`src/design/pmpg_pkg.sv`:
```
// ---------------------------------------------------------------------------
// pmpg_pkg: shared types and constants of the motion path generator
// Register indexes, mode codes, CORDIC arctangent table and helpers.
// ---------------------------------------------------------------------------
package pmpg_pkg;

  localparam int CordicStagesDef = 16;
  localparam int AngleBitsDef    = 16;
  localparam int CfgIdxW         = 3;
  localparam int CfgDataW        = 48;

  typedef enum logic [2:0] {
    REG_MODE   = 3'd0,
    REG_ENABLE = 3'd1,
    REG_START  = 3'd2,
    REG_CENTER = 3'd3,
    REG_AXIS   = 3'd4,
    REG_AMP    = 3'd5,
    REG_RADIUS = 3'd6,
    REG_SPEED  = 3'd7
  } reg_idx_e;

  typedef enum logic [2:0] {
    MODE_CIRCLE = 3'd0,
    MODE_LINEAR = 3'd1,
    MODE_EIGHT  = 3'd2,
    MODE_ORBIT  = 3'd3,
    MODE_BOUNCE = 3'd4,
    MODE_HOLD   = 3'd5
  } mode_e;

  localparam logic signed [33:0] CordicGain = 34'sd652032874;

  // CORDIC vector state carried along the chain (Q.30 x/y, 2^32/turn z)
  typedef struct packed {
    logic signed [33:0] x;
    logic signed [33:0] y;
    logic signed [33:0] z;
  } cvec_t;

  function automatic logic signed [33:0] atan_turn(input int i);
    logic signed [33:0] r;
    case (i)
      0: r = 34'sd536870912;  1: r = 34'sd316933406;  2: r = 34'sd167458907;
      3: r = 34'sd85004756;   4: r = 34'sd42667331;   5: r = 34'sd21354465;
      6: r = 34'sd10679838;   7: r = 34'sd5340245;    8: r = 34'sd2670163;
      9: r = 34'sd1335087;    10: r = 34'sd667544;    11: r = 34'sd333772;
      12: r = 34'sd166886;    13: r = 34'sd83443;     14: r = 34'sd41722;
      15: r = 34'sd20861;     16: r = 34'sd10430;     17: r = 34'sd5215;
      18: r = 34'sd2608;      19: r = 34'sd1304;      20: r = 34'sd652;
      21: r = 34'sd326;       22: r = 34'sd163;       23: r = 34'sd81;
      default: r = 34'sd0;
    endcase
    return r;
  endfunction

  // Q.30 -> Q2.14 with round half up and clamp to +-1.0
  function automatic logic signed [15:0] to_q14(input logic signed [33:0] v);
    logic signed [34:0] t;
    logic signed [18:0] r;
    t = 35'(v) + 35'sd32768;
    r = 19'(t >>> 16);
    if (r > 19'sd16384) r = 19'sd16384;
    if (r < -19'sd16384) r = -19'sd16384;
    return 16'(r);
  endfunction

  function automatic logic [15:0] sat16(input logic signed [27:0] v);
    logic [15:0] r;
    if (v > 28'sd32767) r = 16'h7fff;
    else if (v < -28'sd32768) r = 16'h8000;
    else r = v[15:0];
    return r;
  endfunction

endpackage

```
`src/design/pmpg_cell.sv`:
```
// ---------------------------------------------------------------------------
// pmpg_cell: one CORDIC micro-rotation
// Registered rotation of both vectors by +-atan(2^-STEP); side data rides along.
// ---------------------------------------------------------------------------
module pmpg_cell #(
  parameter int STEP   = 0,
  parameter int SIDE_W = 8
) (
  input  logic                  clk_i,
  input  logic                  rst_ni,
  input  logic                  valid_i,
  input  logic                  en_i,
  input  pmpg_pkg::cvec_t       a_i,
  input  pmpg_pkg::cvec_t       b_i,
  input  logic [SIDE_W-1:0]     side_i,
  output logic                  valid_o,
  output pmpg_pkg::cvec_t       a_o,
  output pmpg_pkg::cvec_t       b_o,
  output logic [SIDE_W-1:0]     side_o
);

  pmpg_pkg::cvec_t a_d, b_d, a_q, b_q;
  logic [SIDE_W-1:0] side_q;
  logic valid_q;

  function automatic pmpg_pkg::cvec_t rot(input pmpg_pkg::cvec_t v);
    pmpg_pkg::cvec_t r;
    if (!v.z[33]) begin
      r.x = v.x - (v.y >>> STEP);
      r.y = v.y + (v.x >>> STEP);
      r.z = v.z - pmpg_pkg::atan_turn(STEP);
    end else begin
      r.x = v.x + (v.y >>> STEP);
      r.y = v.y - (v.x >>> STEP);
      r.z = v.z + pmpg_pkg::atan_turn(STEP);
    end
    return r;
  endfunction

  always_comb begin
    a_d = rot(a_i);
    b_d = rot(b_i);
  end

  always_ff @(posedge clk_i or negedge rst_ni) begin
    if (!rst_ni) begin
      valid_q <= 1'b0;
    end else if (en_i) begin
      valid_q <= valid_i;
    end
  end

  always_ff @(posedge clk_i) begin
    if (en_i) begin
      a_q    <= a_d;
      b_q    <= b_d;
      side_q <= side_i;
    end
  end

  assign valid_o = valid_q;
  assign a_o     = a_q;
  assign b_o     = b_q;
  assign side_o  = side_q;

endmodule

```
`config.mk`:
```
export PLATFORM = sky130hd
export DESIGN_NAME = pmpg_cell
export DESIGN_NICKNAME = d
export VERILOG_FILES = /design/src/design/pmpg_pkg.sv /design/src/design/pmpg_cell.sv
export SDC_FILE = /design/constraint.sdc
export NUM_CORES = 1
export LEC_CHECK = 0
export BUFFER_PORTS_ARGS = -buffer_cell sky130_fd_sc_hd__clkbuf_2
export CORE_MARGIN = 4
export CORE_UTILIZATION = 45
export CTS_CLUSTER_DIAMETER = 50
export CTS_CLUSTER_SIZE = 10
export DETAILED_ROUTE_END_ITERATION = 16
export PLACE_DENSITY = 0.8
export RECOVER_POWER = 50
export SLEW_MARGIN = 20
export SYNTH_ARGS = -nofsm -noshare
export SYNTH_HDL_FRONTEND = slang
export SYNTH_SLANG_ARGS = --single-unit
export TNS_END_PERCENT = 20
```
`constraint.sdc`:
```
create_clock -name clk_i -period 0.8 [get_ports clk_i]
set_input_delay 0.16 -clock clk_i [delete_from_list [all_inputs] [get_ports clk_i]]
set_output_delay 0.16 -clock clk_i [all_outputs]
set_load 0.05 [all_outputs]
```
== After elaboration in Yosys (flattened, before gate mapping) ==
Index checks and enable logic that the tools add are counted.
Operators by class
  multiplexer cells: 2
  $add $sub $neg: 10
Operators by type and width (count)
  2-to-1 mux 102 bit: 2
  subtractor 34 bit: 4
  adder 34 x 31 -> 34 bit (second input constant): 2
  adder 34 bit: 2
  subtractor 34 x 31 -> 34 bit (second input constant): 2
Word-level totals
  output and inout bits: 213
  logic and storage cells: 20
  bits of input ports: 216
  register bits: 213

== Logic depth before layout (Yosys ltp) ==
  depth after elaboration: 2
  depth in mapped cells: 13
  mapped depth without buffers: 12

== Worst setup path after synthesis ==
Ideal clock, no wire load.
  path kind: in2reg
  start: input port a_i[34] (netlist name)
  end: register a_q, in the netlist a_o[62] (data pin)
  path buffers: 0
  data arrival time: 2.437 ns
  setup slack: -1.893 ns
  stages on the path: 11
  path through: ha_1 fa_1 nor2b_1 o211ai_1 and3_1 o21ai_0 a21o_1 o31ai_1 a211oi_1 or4_1 and3_1
RTL lines
  start: declaration: RTL line pmpg_cell.sv:13  | input pmpg_pkg::cvec_t a_i,
  end signal: assignment: RTL line pmpg_cell.sv:55  | a_q <= a_d;
  end: declaration: RTL line pmpg_cell.sv:22  | pmpg_pkg::cvec_t a_d, b_d, a_q, b_q;

==> results.yml <==
timing:
  timing.hold.ws_ns: 0.0211
  worstMarginPinSlew_ns: 1.19
  rsz0062_at_grt: "true"
  final_hold_viol_count: 0
  fin_crit_sh: 3.18
  finClkSkew_ns: 0
  setup_ws_ns: -1.74
  setup_tns_ns: -273.62
  fin_crit_ns: 2.54
  max_slew_margin: 0.200
  fmax_ghz: 0.393
  slew_viol_final: 0
  setup_violations: 355
logic_synthesis:
  synth-seq-cells: 211
  yosysMostFrequentCell: "a21oi_1"
  ys_types: 85
  async_flop_share: 0.00474
  synthTopCellsByArea: "edfxtp_1, ha_1, a21oi_1"
  synth_edf_count: 210
  yosysWarnings: 0
  synthCells: 2044
  ys_seq_area_frac: 0.347
  syn_avg_cell_area_um2: 8.93
  syn-num-nets: 2472
  mappedNetlistArea_mm2: 0.0183
  yosysTopAreaCell: "edfxtp_1"
  ys.flop_type: "edfxtp_1"
  post-synth-top-area-fraction: 0.345
  synth_commonest_cells: "a21oi_1, edfxtp_1, ha_1, inv_1, nor2_1"
global_route:
  grt_pass1_wl_um: 127000
  grt_max_degree: 53
  grt_pass1_vias: 22500
  track_usage: 0.364
  grt_overflow_total: 0
  antenna_found_initial: 9
setup_path:
  crit_buf_inv: 5
  r2r_cells: 1
  rrSetupSlack_ns: 0.01
  end_kind: "register"
  crit_chain: "clkbuf_2, inv_1, ha_4, buf_4, and2_1, nand3_1, buf_4, buf_4, nor2_1, nand2_1, o21ai_0, o21bai_4, a211oi_2, a31oi_1, and3_1"
  cp_top_family: "compound AO/OA/AOI/OAI gates"
  startpoint_type: "input port"
  arrival_ns: 2.84
  cp_max_fo: 11
  crit_top_cell: "buf_4"
  crit_type: "input port to register"
  slowest_stage: "o21ai_0"
  crit_required_ns: 1.10
  slowest_delay_ns: 0.47
  worstReg2RegEnd: "valid_o"
  reg2reg_from: "valid_o"
power:
  power_frac_seq: 0.255
  power.static_leakage_nw: 15.0
  switching_share: 0.405
  powerDensity_mw_per_mm2: 1810
  switchingPower_w: 0.0240
  vdd_drop_max_mv: 1.89
  pwr-share-clk: 0.260
  comb_power_share: 0.485
  power.total_w: 0.0593
  p_int_w: 0.0353
route:
  via_per_inst: 6.01
  drc: 0
  ant_nets: 0
  dr.pass1.iters: 8
  routedWlPerCell_um: 24.0
  vias: 22800
  wl_um: 91400
  drt_iter0_drc: 2461
placed_design:
  hpwl_um: 61900
  port_buffers: 428
  place_congestion: 0.973
worst_hold_path:
  worstHoldPathCells: 2
  hold_end: "a_o[30]"
  hp-start: "a_i[29]"
  hold_path.class: "input port to register"
clock_network:
  cts_tree: "yes"
  cts_max_level: 2
  cts-buffers-inserted: 35
  clk_latency_ns: 0.54
  clk_pin_slew_ns: 0.05
  cts.sinks: 211
  clock-root-buffer: "clkbuf_16"
  cts_buffer_depth: 3
floorplan:
  num_rows: 73
  start_util: 0.457
  die_w_um: 209
  core_mm2: 0.0399
  ios: 429
  die_h_um: 209
  dieArea_mm2: 0.0439
layout:
  num-fill-cells: 2142
  seq_area_mm2: 0.00633
  multi_input_area_mm2: 0.0138
  syn_to_final_growth_pct: 79.7
  nets: 3682
  drive_above_1_share: 0.527
outcome:
  status: "finished, violations left"
  violations: "negative setup slack"
job:
  cap_viol_max_count: 0
power groups by stage:
stage	clock network [W]	registers [W]	logic, W
3_3_place_gp	0	0.0151	0.0227
6_report	0.0154	0.0151	0.0287
4_1_cts	0.0154	0.0150	0.0256
5_1_grt	0.0161	0.0152	0.0298
2_1_floorplan	0	0.0203	0.00823
3_5_place_dp	0	0.0151	0.0230
final cells by class:
cell class	count	area share
Antenna cell	4	0.000305
Clock buffer	39	0.0271
Inverter	212	0.0278
Multi-Input combinational cell	1524	0.422
Tap cell	525	0.0200
Timing Repair Buffer	1270	0.302
Clock inverter	19	0.00820
Sequential cell	211	0.193
metal layers:
metal,global-route usage,part of all wire,vias to the layer above
met5,0,0.00080,-
li1,-,-,9796
met2,0.639,0.49,1688
met3,0.0590,0.092,523
met1,0.428,0.35,10800
met4,0.189,0.074,10
cell families (layout without fill, tap and decap cells):
logic type,count (synthesis),after routing,share of synthesized area
other,0,4,0
multiplexers,30,30,0.0167
AND/OR/NAND/NOR,483,483,0.126
XOR/XNOR,129,129,0.0619
AO/OA/AOI/OAI,670,670,0.234
flip-flops,211,211,0.347
adder cells (fa/ha/maj),212,212,0.149
buffers and inverters,309,1540,0.0657
cell usage in the layout (no fill, tap or decap), types with 17 or more instances in the layout:
master and n:
buf_2 36, a21o_1 62, nor2b_1 17, nand3_1 29
xnor2_1 90, clkbuf_16 46, nor3_1 24, ha_1 150
xor2_1 20, o211ai_1 20, ha_4 46, nand4_1 20
o21ai_0 62, inv_1 169, buf_4 700, o21ai_2 37
dlygate4sd3_1 70, nor2_2 19, o21ai_1 35, mux2i_1 21
xnor2_2 18, a21oi_4 20, a21oi_2 58, buf_6 85
o21bai_1 31, clkbuf_2 300, nor2_1 147, a21oi_1 148
nand2_1 75, clkbuf_8 27, inv_2 19, buf_12 22
edfxtp_1 210
stage by stage:
step                worst slack (ns)   util  instances  instance area, um2
detailed placement             -2.40  0.678       3606               27100
global route                   -1.86  0.822       3803               32800
floorplan                      -1.77      -       2044               19300
global placement               -2.39  0.678       3606               27100
finish                         -1.74  0.822       3804               32800
CTS                            -1.56  0.780       3761               31100
timing repair:
item,in CTS,in global routing
endpoints found under the setup margin,353,353
hold endpoints to repair,71,0
gates resized for setup,418,439
setup buffers,33,46
hold buffers,70,0
pin swaps,169,186
worst max-delay path by stage:
stage            start  cells past startpoint  slack, ns  endpoint
6_report       a_i[55]                     15      -1.74   a_o[62]
5_1_grt        a_i[55]                     15      -1.86   a_o[62]
4_1_cts        a_i[68]                     15      -1.56   a_o[98]
3_5_place_dp   a_i[68]                     15      -2.40   a_o[98]
3_3_place_gp   a_i[35]                     14      -2.39   a_o[98]
2_1_floorplan  a_i[34]                     11      -1.77   a_o[62]
state kept, by name, indices dropped and copies added (netlist names):
register / cells
side_o: 8
valid_o: 1
a_o: 101
b_o: 101
(Power assumes the default switching activity.)
