## src/design/pmpg_pkg.sv

```systemverilog
// ---------------------------------------------------------------------------
// pmpg_pkg: shared types and constants of the motion path generator
// Register indexes, mode codes, CORDIC arctangent table and helpers.
// ---------------------------------------------------------------------------
package pmpg_pkg;

  localparam int CordicStagesDef = 16;
  localparam int AngleBitsDef    = 16;
  localparam int CfgIdxW         = 3;
  localparam int CfgDataW        = 48;

  typedef enum logic [2:0] {
    REG_MODE   = 3'd0,
    REG_ENABLE = 3'd1,
    REG_START  = 3'd2,
    REG_CENTER = 3'd3,
    REG_AXIS   = 3'd4,
    REG_AMP    = 3'd5,
    REG_RADIUS = 3'd6,
    REG_SPEED  = 3'd7
  } reg_idx_e;

  typedef enum logic [2:0] {
    MODE_CIRCLE = 3'd0,
    MODE_LINEAR = 3'd1,
    MODE_EIGHT  = 3'd2,
    MODE_ORBIT  = 3'd3,
    MODE_BOUNCE = 3'd4,
    MODE_HOLD   = 3'd5
  } mode_e;

  localparam logic signed [33:0] CordicGain = 34'sd652032874;

  // CORDIC vector state carried along the chain (Q.30 x/y, 2^32/turn z)
  typedef struct packed {
    logic signed [33:0] x;
    logic signed [33:0] y;
    logic signed [33:0] z;
  } cvec_t;

  function automatic logic signed [33:0] atan_turn(input int i);
    logic signed [33:0] r;
    case (i)
      0: r = 34'sd536870912;  1: r = 34'sd316933406;  2: r = 34'sd167458907;
      3: r = 34'sd85004756;   4: r = 34'sd42667331;   5: r = 34'sd21354465;
      6: r = 34'sd10679838;   7: r = 34'sd5340245;    8: r = 34'sd2670163;
      9: r = 34'sd1335087;    10: r = 34'sd667544;    11: r = 34'sd333772;
      12: r = 34'sd166886;    13: r = 34'sd83443;     14: r = 34'sd41722;
      15: r = 34'sd20861;     16: r = 34'sd10430;     17: r = 34'sd5215;
      18: r = 34'sd2608;      19: r = 34'sd1304;      20: r = 34'sd652;
      21: r = 34'sd326;       22: r = 34'sd163;       23: r = 34'sd81;
      default: r = 34'sd0;
    endcase
    return r;
  endfunction

  // Q.30 -> Q2.14 with round half up and clamp to +-1.0
  function automatic logic signed [15:0] to_q14(input logic signed [33:0] v);
    logic signed [34:0] t;
    logic signed [18:0] r;
    t = 35'(v) + 35'sd32768;
    r = 19'(t >>> 16);
    if (r > 19'sd16384) r = 19'sd16384;
    if (r < -19'sd16384) r = -19'sd16384;
    return 16'(r);
  endfunction

  function automatic logic [15:0] sat16(input logic signed [27:0] v);
    logic [15:0] r;
    if (v > 28'sd32767) r = 16'h7fff;
    else if (v < -28'sd32768) r = 16'h8000;
    else r = v[15:0];
    return r;
  endfunction

endpackage

```

## src/design/pmpg_phase.sv

```systemverilog
// ---------------------------------------------------------------------------
// pmpg_phase: time to CORDIC start vectors
// Three stages: time*speed, times turns-per-radian, fold and seed.
// ---------------------------------------------------------------------------
module pmpg_phase #(
  parameter int ANGLE_BITS = pmpg_pkg::AngleBitsDef
) (
  input  logic                   clk_i,
  input  logic                   rst_ni,
  input  logic                   en_i,
  input  logic                   valid_i,
  input  logic [31:0]            time_now_i,
  input  logic signed [15:0]     speed_i,
  output logic                   valid_o,
  output pmpg_pkg::cvec_t        a_o,
  output pmpg_pkg::cvec_t        b_o,
  output logic [1:0]             flip_o
);

  localparam logic [31:0] PhaseMask = ~((32'h1 << (32 - ANGLE_BITS)) - 32'h1);

  logic [2:0] valid_q;
  logic signed [48:0] prod_q;
  logic [31:0] lo_hi_q, lo_lo_q, hi_lo_q;
  logic [31:0] phase;
  logic [31:0] phase2;
  pmpg_pkg::cvec_t a_q, b_q;
  logic [1:0] flip_q;

  // 64-bit product of the Q.24 radians with 683565276, split in halves
  logic [63:0] mul_sum;
  assign mul_sum = {32'h0, lo_lo_q} + {lo_hi_q, 32'h0} + {hi_lo_q, 32'h0};
  assign phase  = mul_sum[55:24] & PhaseMask;
  assign phase2 = {phase[30:0], 1'b0};

  function automatic void seed(input logic [31:0] ph,
                               output pmpg_pkg::cvec_t v, output logic f);
    logic [31:0] p;
    f = (ph >= 32'h4000_0000) && (ph < 32'hC000_0000);
    p = f ? ph - 32'h8000_0000 : ph;
    v.x = pmpg_pkg::CordicGain;
    v.y = 34'sd0;
    v.z = 34'($signed(p));
  endfunction

  logic [63:0] p64;
  assign p64 = 64'($signed(prod_q));

  always_ff @(posedge clk_i or negedge rst_ni) begin
    if (!rst_ni) begin
      valid_q <= 3'b000;
    end else if (en_i) begin
      valid_q <= {valid_q[1:0], valid_i};
    end
  end

  always_ff @(posedge clk_i) begin
    pmpg_pkg::cvec_t va, vb;
    logic fa, fb;
    if (en_i) begin
      prod_q  <= $signed({1'b0, time_now_i}) * speed_i;
      lo_lo_q <= 32'((64'(p64[31:0]) * 64'd683565276));
      lo_hi_q <= 32'((64'(p64[31:0]) * 64'd683565276) >> 32);
      hi_lo_q <= 32'(64'(p64[63:32]) * 64'd683565276);
      seed(phase, va, fa);
      seed(phase2, vb, fb);
      a_q    <= va;
      b_q    <= vb;
      flip_q <= {fb, fa};
    end
  end

  assign valid_o = valid_q[2];
  assign a_o     = a_q;
  assign b_o     = b_q;
  assign flip_o  = flip_q;

endmodule

```

## config.mk

```make
export PLATFORM = sky130hd
export DESIGN_NAME = pmpg_phase
export DESIGN_NICKNAME = d
export VERILOG_FILES = /design/src/design/pmpg_pkg.sv /design/src/design/pmpg_phase.sv
export SDC_FILE = /design/constraint.sdc
export NUM_CORES = 2
export LEC_CHECK = 0
export CORE_ASPECT_RATIO = 0.75
export CORE_MARGIN = 2
export CORE_UTILIZATION = 45
export CTS_BUF_LIST = sky130_fd_sc_hd__clkbuf_2
export CTS_CLUSTER_DIAMETER = 80
export DETAILED_ROUTE_END_ITERATION = 10
export DONT_BUFFER_PORTS = 1
export REMOVE_ABC_BUFFERS = 1
export SLEW_MARGIN = 20
export SYNTH_ARGS = -nofsm -noshare
export SYNTH_HDL_FRONTEND = slang
export SYNTH_SLANG_ARGS = --single-unit
```

## constraint.sdc

```tcl
create_clock -name clk_i -period 9.75 [get_ports clk_i]
set_clock_uncertainty 0.2 [all_clocks]
set_input_delay 0.4875 -clock clk_i [delete_from_list [all_inputs] [get_ports clk_i]]
set_output_delay 0.4875 -clock clk_i [all_outputs]
set_load 0.01 [all_outputs]
```

# == Word-level counts from Yosys, hierarchy flattened ==
# Cells that the tools add are included.
# totals
ff_bits,194
latch_bits,0
mem_bits_rw,0
romBits,0
out_inout_bits,207
n_memories,0
# classes
add_sub_neg,4
n_mul,3
n_div,0
n_lt_le_gt_ge,4
n_eq_ne,0
shifts,0
mux,2
bitwise,0
reduce_logical,2
# op_table
op,n
$ge 32x31->1 const B,2
$lt 32x32->1 const B,2
$mux 32,2
$sub 32x32->32 const B,2
$add 32x56->56,1
$add 56x56->56,1
$mul 32x28->54 const B,1
$mul 33x16->49,1
$mul 32x28->22 const B,1
$logic_and 1x1->1,2

# == Logic depth before layout (Yosys ltp) ==
# depth
ltp_word,5
depth_mapped,25
depth_no_buf,24

# == Worst setup path after synthesis ==
# Ideal clock, no wire load.
# synth_path
path_kind,register to register
start,register prod_q[10]
end,register lo_hi_q[16] (data pin)
t_arrival_ps,6330
t_required_ps,9292
slack_ps,2961
path_stages_with_launch,22
cell_sequence,edfxtp_1 -> inv_1 -> fa_1 -> fa_1 -> fa_1 -> fa_1 -> inv_1 -> fa_1 -> fa_1 -> inv_1 -> fa_1 -> inv_1 -> ha_1 -> a2111o_1 -> a31oi_1 -> o21ai_0 -> o21ai_1 -> a31oi_1 -> a21o_1 -> a2111o_1 -> a31oi_1 -> xnor2_1
# synth_via
elab_chain_len,1
# synth_rtl
item,line,source
"start, declared",pmpg_phase.sv:23,logic signed [48:0] prod_q;
"start signal, assigned",pmpg_phase.sv:61,"prod_q <= $signed({1'b0, time_now_i}) * speed_i;"
$mul 32x28->54,pmpg_phase.sv:63,lo_hi_q <= 32'((64'(p64[31:0]) * 64'd683565276) >> 32);
"end signal, assigned",pmpg_phase.sv:63,
"end, declared",pmpg_phase.sv:24,"logic [31:0] lo_hi_q, lo_lo_q, hi_lo_q;"
# Every way passes these cells.
# A chain may end at the register's enable or synchronous reset.

# == Worst setup path in the final report ==
# Same ends and word-level chain as after synthesis.

==> impl_metrics.csv <==
group,metric,value,unit
sta,relSlewSlack,0.398,
route,drt-wirelength-per-cell,17.9,um
worst_setup_path,worstSetupPathType,"flop to flop",
logic_synthesis,synth-seq-cells,115,
clock_network,clockBufferDepth,2,
cells_and_area,nFillCells,8674,
sta,finalHoldViolations,0,
floorplan,dieArea,92600,um2
route,drtIter0Drc,1502,
clock_network,htreeDepth,4,
sta,min_period_over_period,0.759,
logic_synthesis,synth_edf_count,112,
worst_setup_path,critPathCaptureType,"flop",
grt,grt_max_degree,115,
sta,max_freq,135,MHz
cells_and_area,final_cell_mix,"inv_1, fa_1, ha_1, nand2_1, and2_1",
floorplan,start_util,0.454,
route,vias,25634,
sta,setup_tns,0,ps
route,wl,95800,um
route,post_drt_via_cell_ratio,4.78,
clock_network,path_clk_slew,190,ps
logic_synthesis,synthFlopType,"edfxtp_1",
run,cap_violations,0,
clock_network,clock_sinks,115,
place,dp_slack,2330,ps
sta,setup_viol,0,
place,gp_congestion,0.908,
logic_synthesis,async_flop_share,0.0261,
grt,grt_first_pass_wirelength,154000,um
worst_setup_path,start_kind,"flop",
route,drt_first_pass_iters,5,
min_path,worst_hold_path_type,"input port to flop",
cells_and_area,syn_to_final_growth,2.14,%
clock_network,cts_tree,"built",
worst_setup_path,worstPathRequired,10210,ps
place,dpl.hpwl,81000,um
grt,overflow,0,
logic_synthesis,ys_warn_count,0,
floorplan,die_h,264,um
worst_setup_path,arrival,7870,ps
logic_synthesis,synthCells,4209,
floorplan,core,89400,um2
worst_setup_path,worstPathMaxFanout,6,
clock_network,insertion_delay,880,ps
clock_network,numCtsBuffers,17,
sta,setup_ws,2350,ps
logic_synthesis,syn_area_per_cell,9.63,um2
grt,grtUsageTotal,0.216,
cells_and_area,design.final.nets,5610,
grt,grt_pass1_vias,27057,
route,ant_nets,0,
route,route.detailed.drc,0,
clock_network,cts_root_buf,"clkbuf_2",
cells_and_area,drive_gt1_frac,0.0113,
cells_and_area,utilization,0.463,
floorplan,rows,95,
sta,worst_slew_pin_slew,903,ps
cells_and_area,layout_commonest_cell,"inv_1",
place,io_buffers,0,
logic_synthesis,synth.cell_area,40500,um2
clock_network,post_cts_buffers,0,
logic_synthesis,ys_seq_area_frac,0.0848,
sta,period_needed,7400,ps
grt,antenna_found_initial,1,
outcome,outcome,"completed",
floorplan,die_w,351,um
logic_synthesis,synthDistinctLibCells,71,
sta,rsz0062_at_grt,"no",
floorplan,io-pin-count,259,
sta,slew_viol_final,0,
==> critical path, stage by stage (launching register included) <==
cell,delay [ps]
edfxtp_1,520
inv_1,360
fa_1,500
fa_1,480
fa_1,510
fa_1,550
inv_1,50
fa_1,450
fa_1,500
inv_1,50
fa_1,470
inv_1,40
ha_1,330
a2111o_1,370
a31oi_1,190
o21ai_0,120
o21ai_1,280
a31oi_1,220
a21o_1,280
a2111o_1,440
a31oi_1,200
xnor2_1,80
==> synthesized netlist by cell type (4+ instances only) <==
cell / instances / area [um2]
o21a_1: 18 / 135
nor2_1: 83 / 312
o21ai_0: 36 / 180
and2_1: 220 / 1380
xnor2_1: 90 / 788
nor2b_1: 5 / 31.3
ha_1: 564 / 7060
a21o_1: 33 / 248
o21bai_1: 10 / 75.1
a211oi_1: 9 / 67.6
nand4_1: 14 / 87.6
fa_1: 852 / 17100
a21boi_0: 6 / 45.0
and3_1: 11 / 68.8
buf_4: 187 / 1400
inv_1: 1265 / 4750
a21oi_1: 84 / 420
nand2_1: 321 / 1200
and4_1: 8 / 70.1
o31ai_1: 4 / 30.0
nand3_1: 18 / 90.1
xor2_1: 32 / 280
o22ai_1: 4 / 25.0
a31oi_1: 8 / 50.1
o21ai_1: 4 / 20.0
nor4_1: 5 / 31.3
edfxtp_1: 112 / 3360
o211ai_1: 15 / 113
clkbuf_1: 84 / 315
nand2b_1: 24 / 150
nor3_1: 26 / 130
==> worst paths after layout <==
path,to,slack [ps],from,depth (start not counted)
min,prod_q[4],230,time_now_i[3],5
min in group asynchronous,valid_q[2],700,rst_ni,3
min reg2reg,valid_q[2],330,valid_q[1],1
max reg2reg,lo_hi_q[16],2350,prod_q[10],21
max,lo_hi_q[16],2350,prod_q[10],21
max in group asynchronous,valid_q[0],8510,rst_ni,3
==> per-layer routing <==
layer | track usage | share of wire | up-vias
met2 | 0.312 | 0.41 | 681
met5 | 0 | 0 | -
met3 | 0.0477 | 0.072 | 54
met1 | 0.337 | 0.50 | 12892
met4 | 0.0322 | 0.0094 | 0
li1 | - | - | 12007
==> stage by stage <==
stage	cell area, um2	instances	hold slack [ps]
3_5_place_dp	41000	5315	-8.04
2_1_floorplan	39400	4102	-8.09
3_3_place_gp	41000	5315	-8.03
4_1_cts	41400	5366	64.5
6_report	41400	5367	234
5_1_grt	41400	5367	159
==> cell type report <==
type	count	area, um2	share of cell area
multi-input combinational	2722	31300	0.755
clock inverter	12	135	0.00326
sequential	115	3440	0.0830
timing repair buffer	21	225	0.00544
antenna	1	2.50	0.0000604
clock buffer	19	95.1	0.00230
inverter	1265	4750	0.115
tap	1212	1520	0.0366
==> state kept, by name, summed over array words and instances (netlist names) <==
register and flops:
hi_lo_q 22, prod_q 49, lo_hi_q 22, valid_q 3, b_o 1, a_o 16, flip_o 2
==> logic make-up (layout without fill, tap and decap cells) <==
family,count (synthesis),after routing,share of synthesized area
and+or+nand+nor,748,748,0.0906
AOI/OAI and AO/OA,263,263,0.0425
adders and majority gates,1416,1416,0.595
DFF,115,115,0.0848
muxes,4,4,0.00108
other,2,170,0.000185
xor gates and xnor gates,122,122,0.0264
buffers and inverters,1539,1317,0.160
==> timing repair <==
| action | 4_1_cts | 5_1_grt |
|---|---|---|
| hold buffers | 20 | 0 |
| hold endpoints to repair | 124 | 0 |
| resized for setup | 0 | 0 |
Power is left out: the tool's default activity adds up to more than one toggle a clock period on the data nets, which glitch-free logic cannot reach.
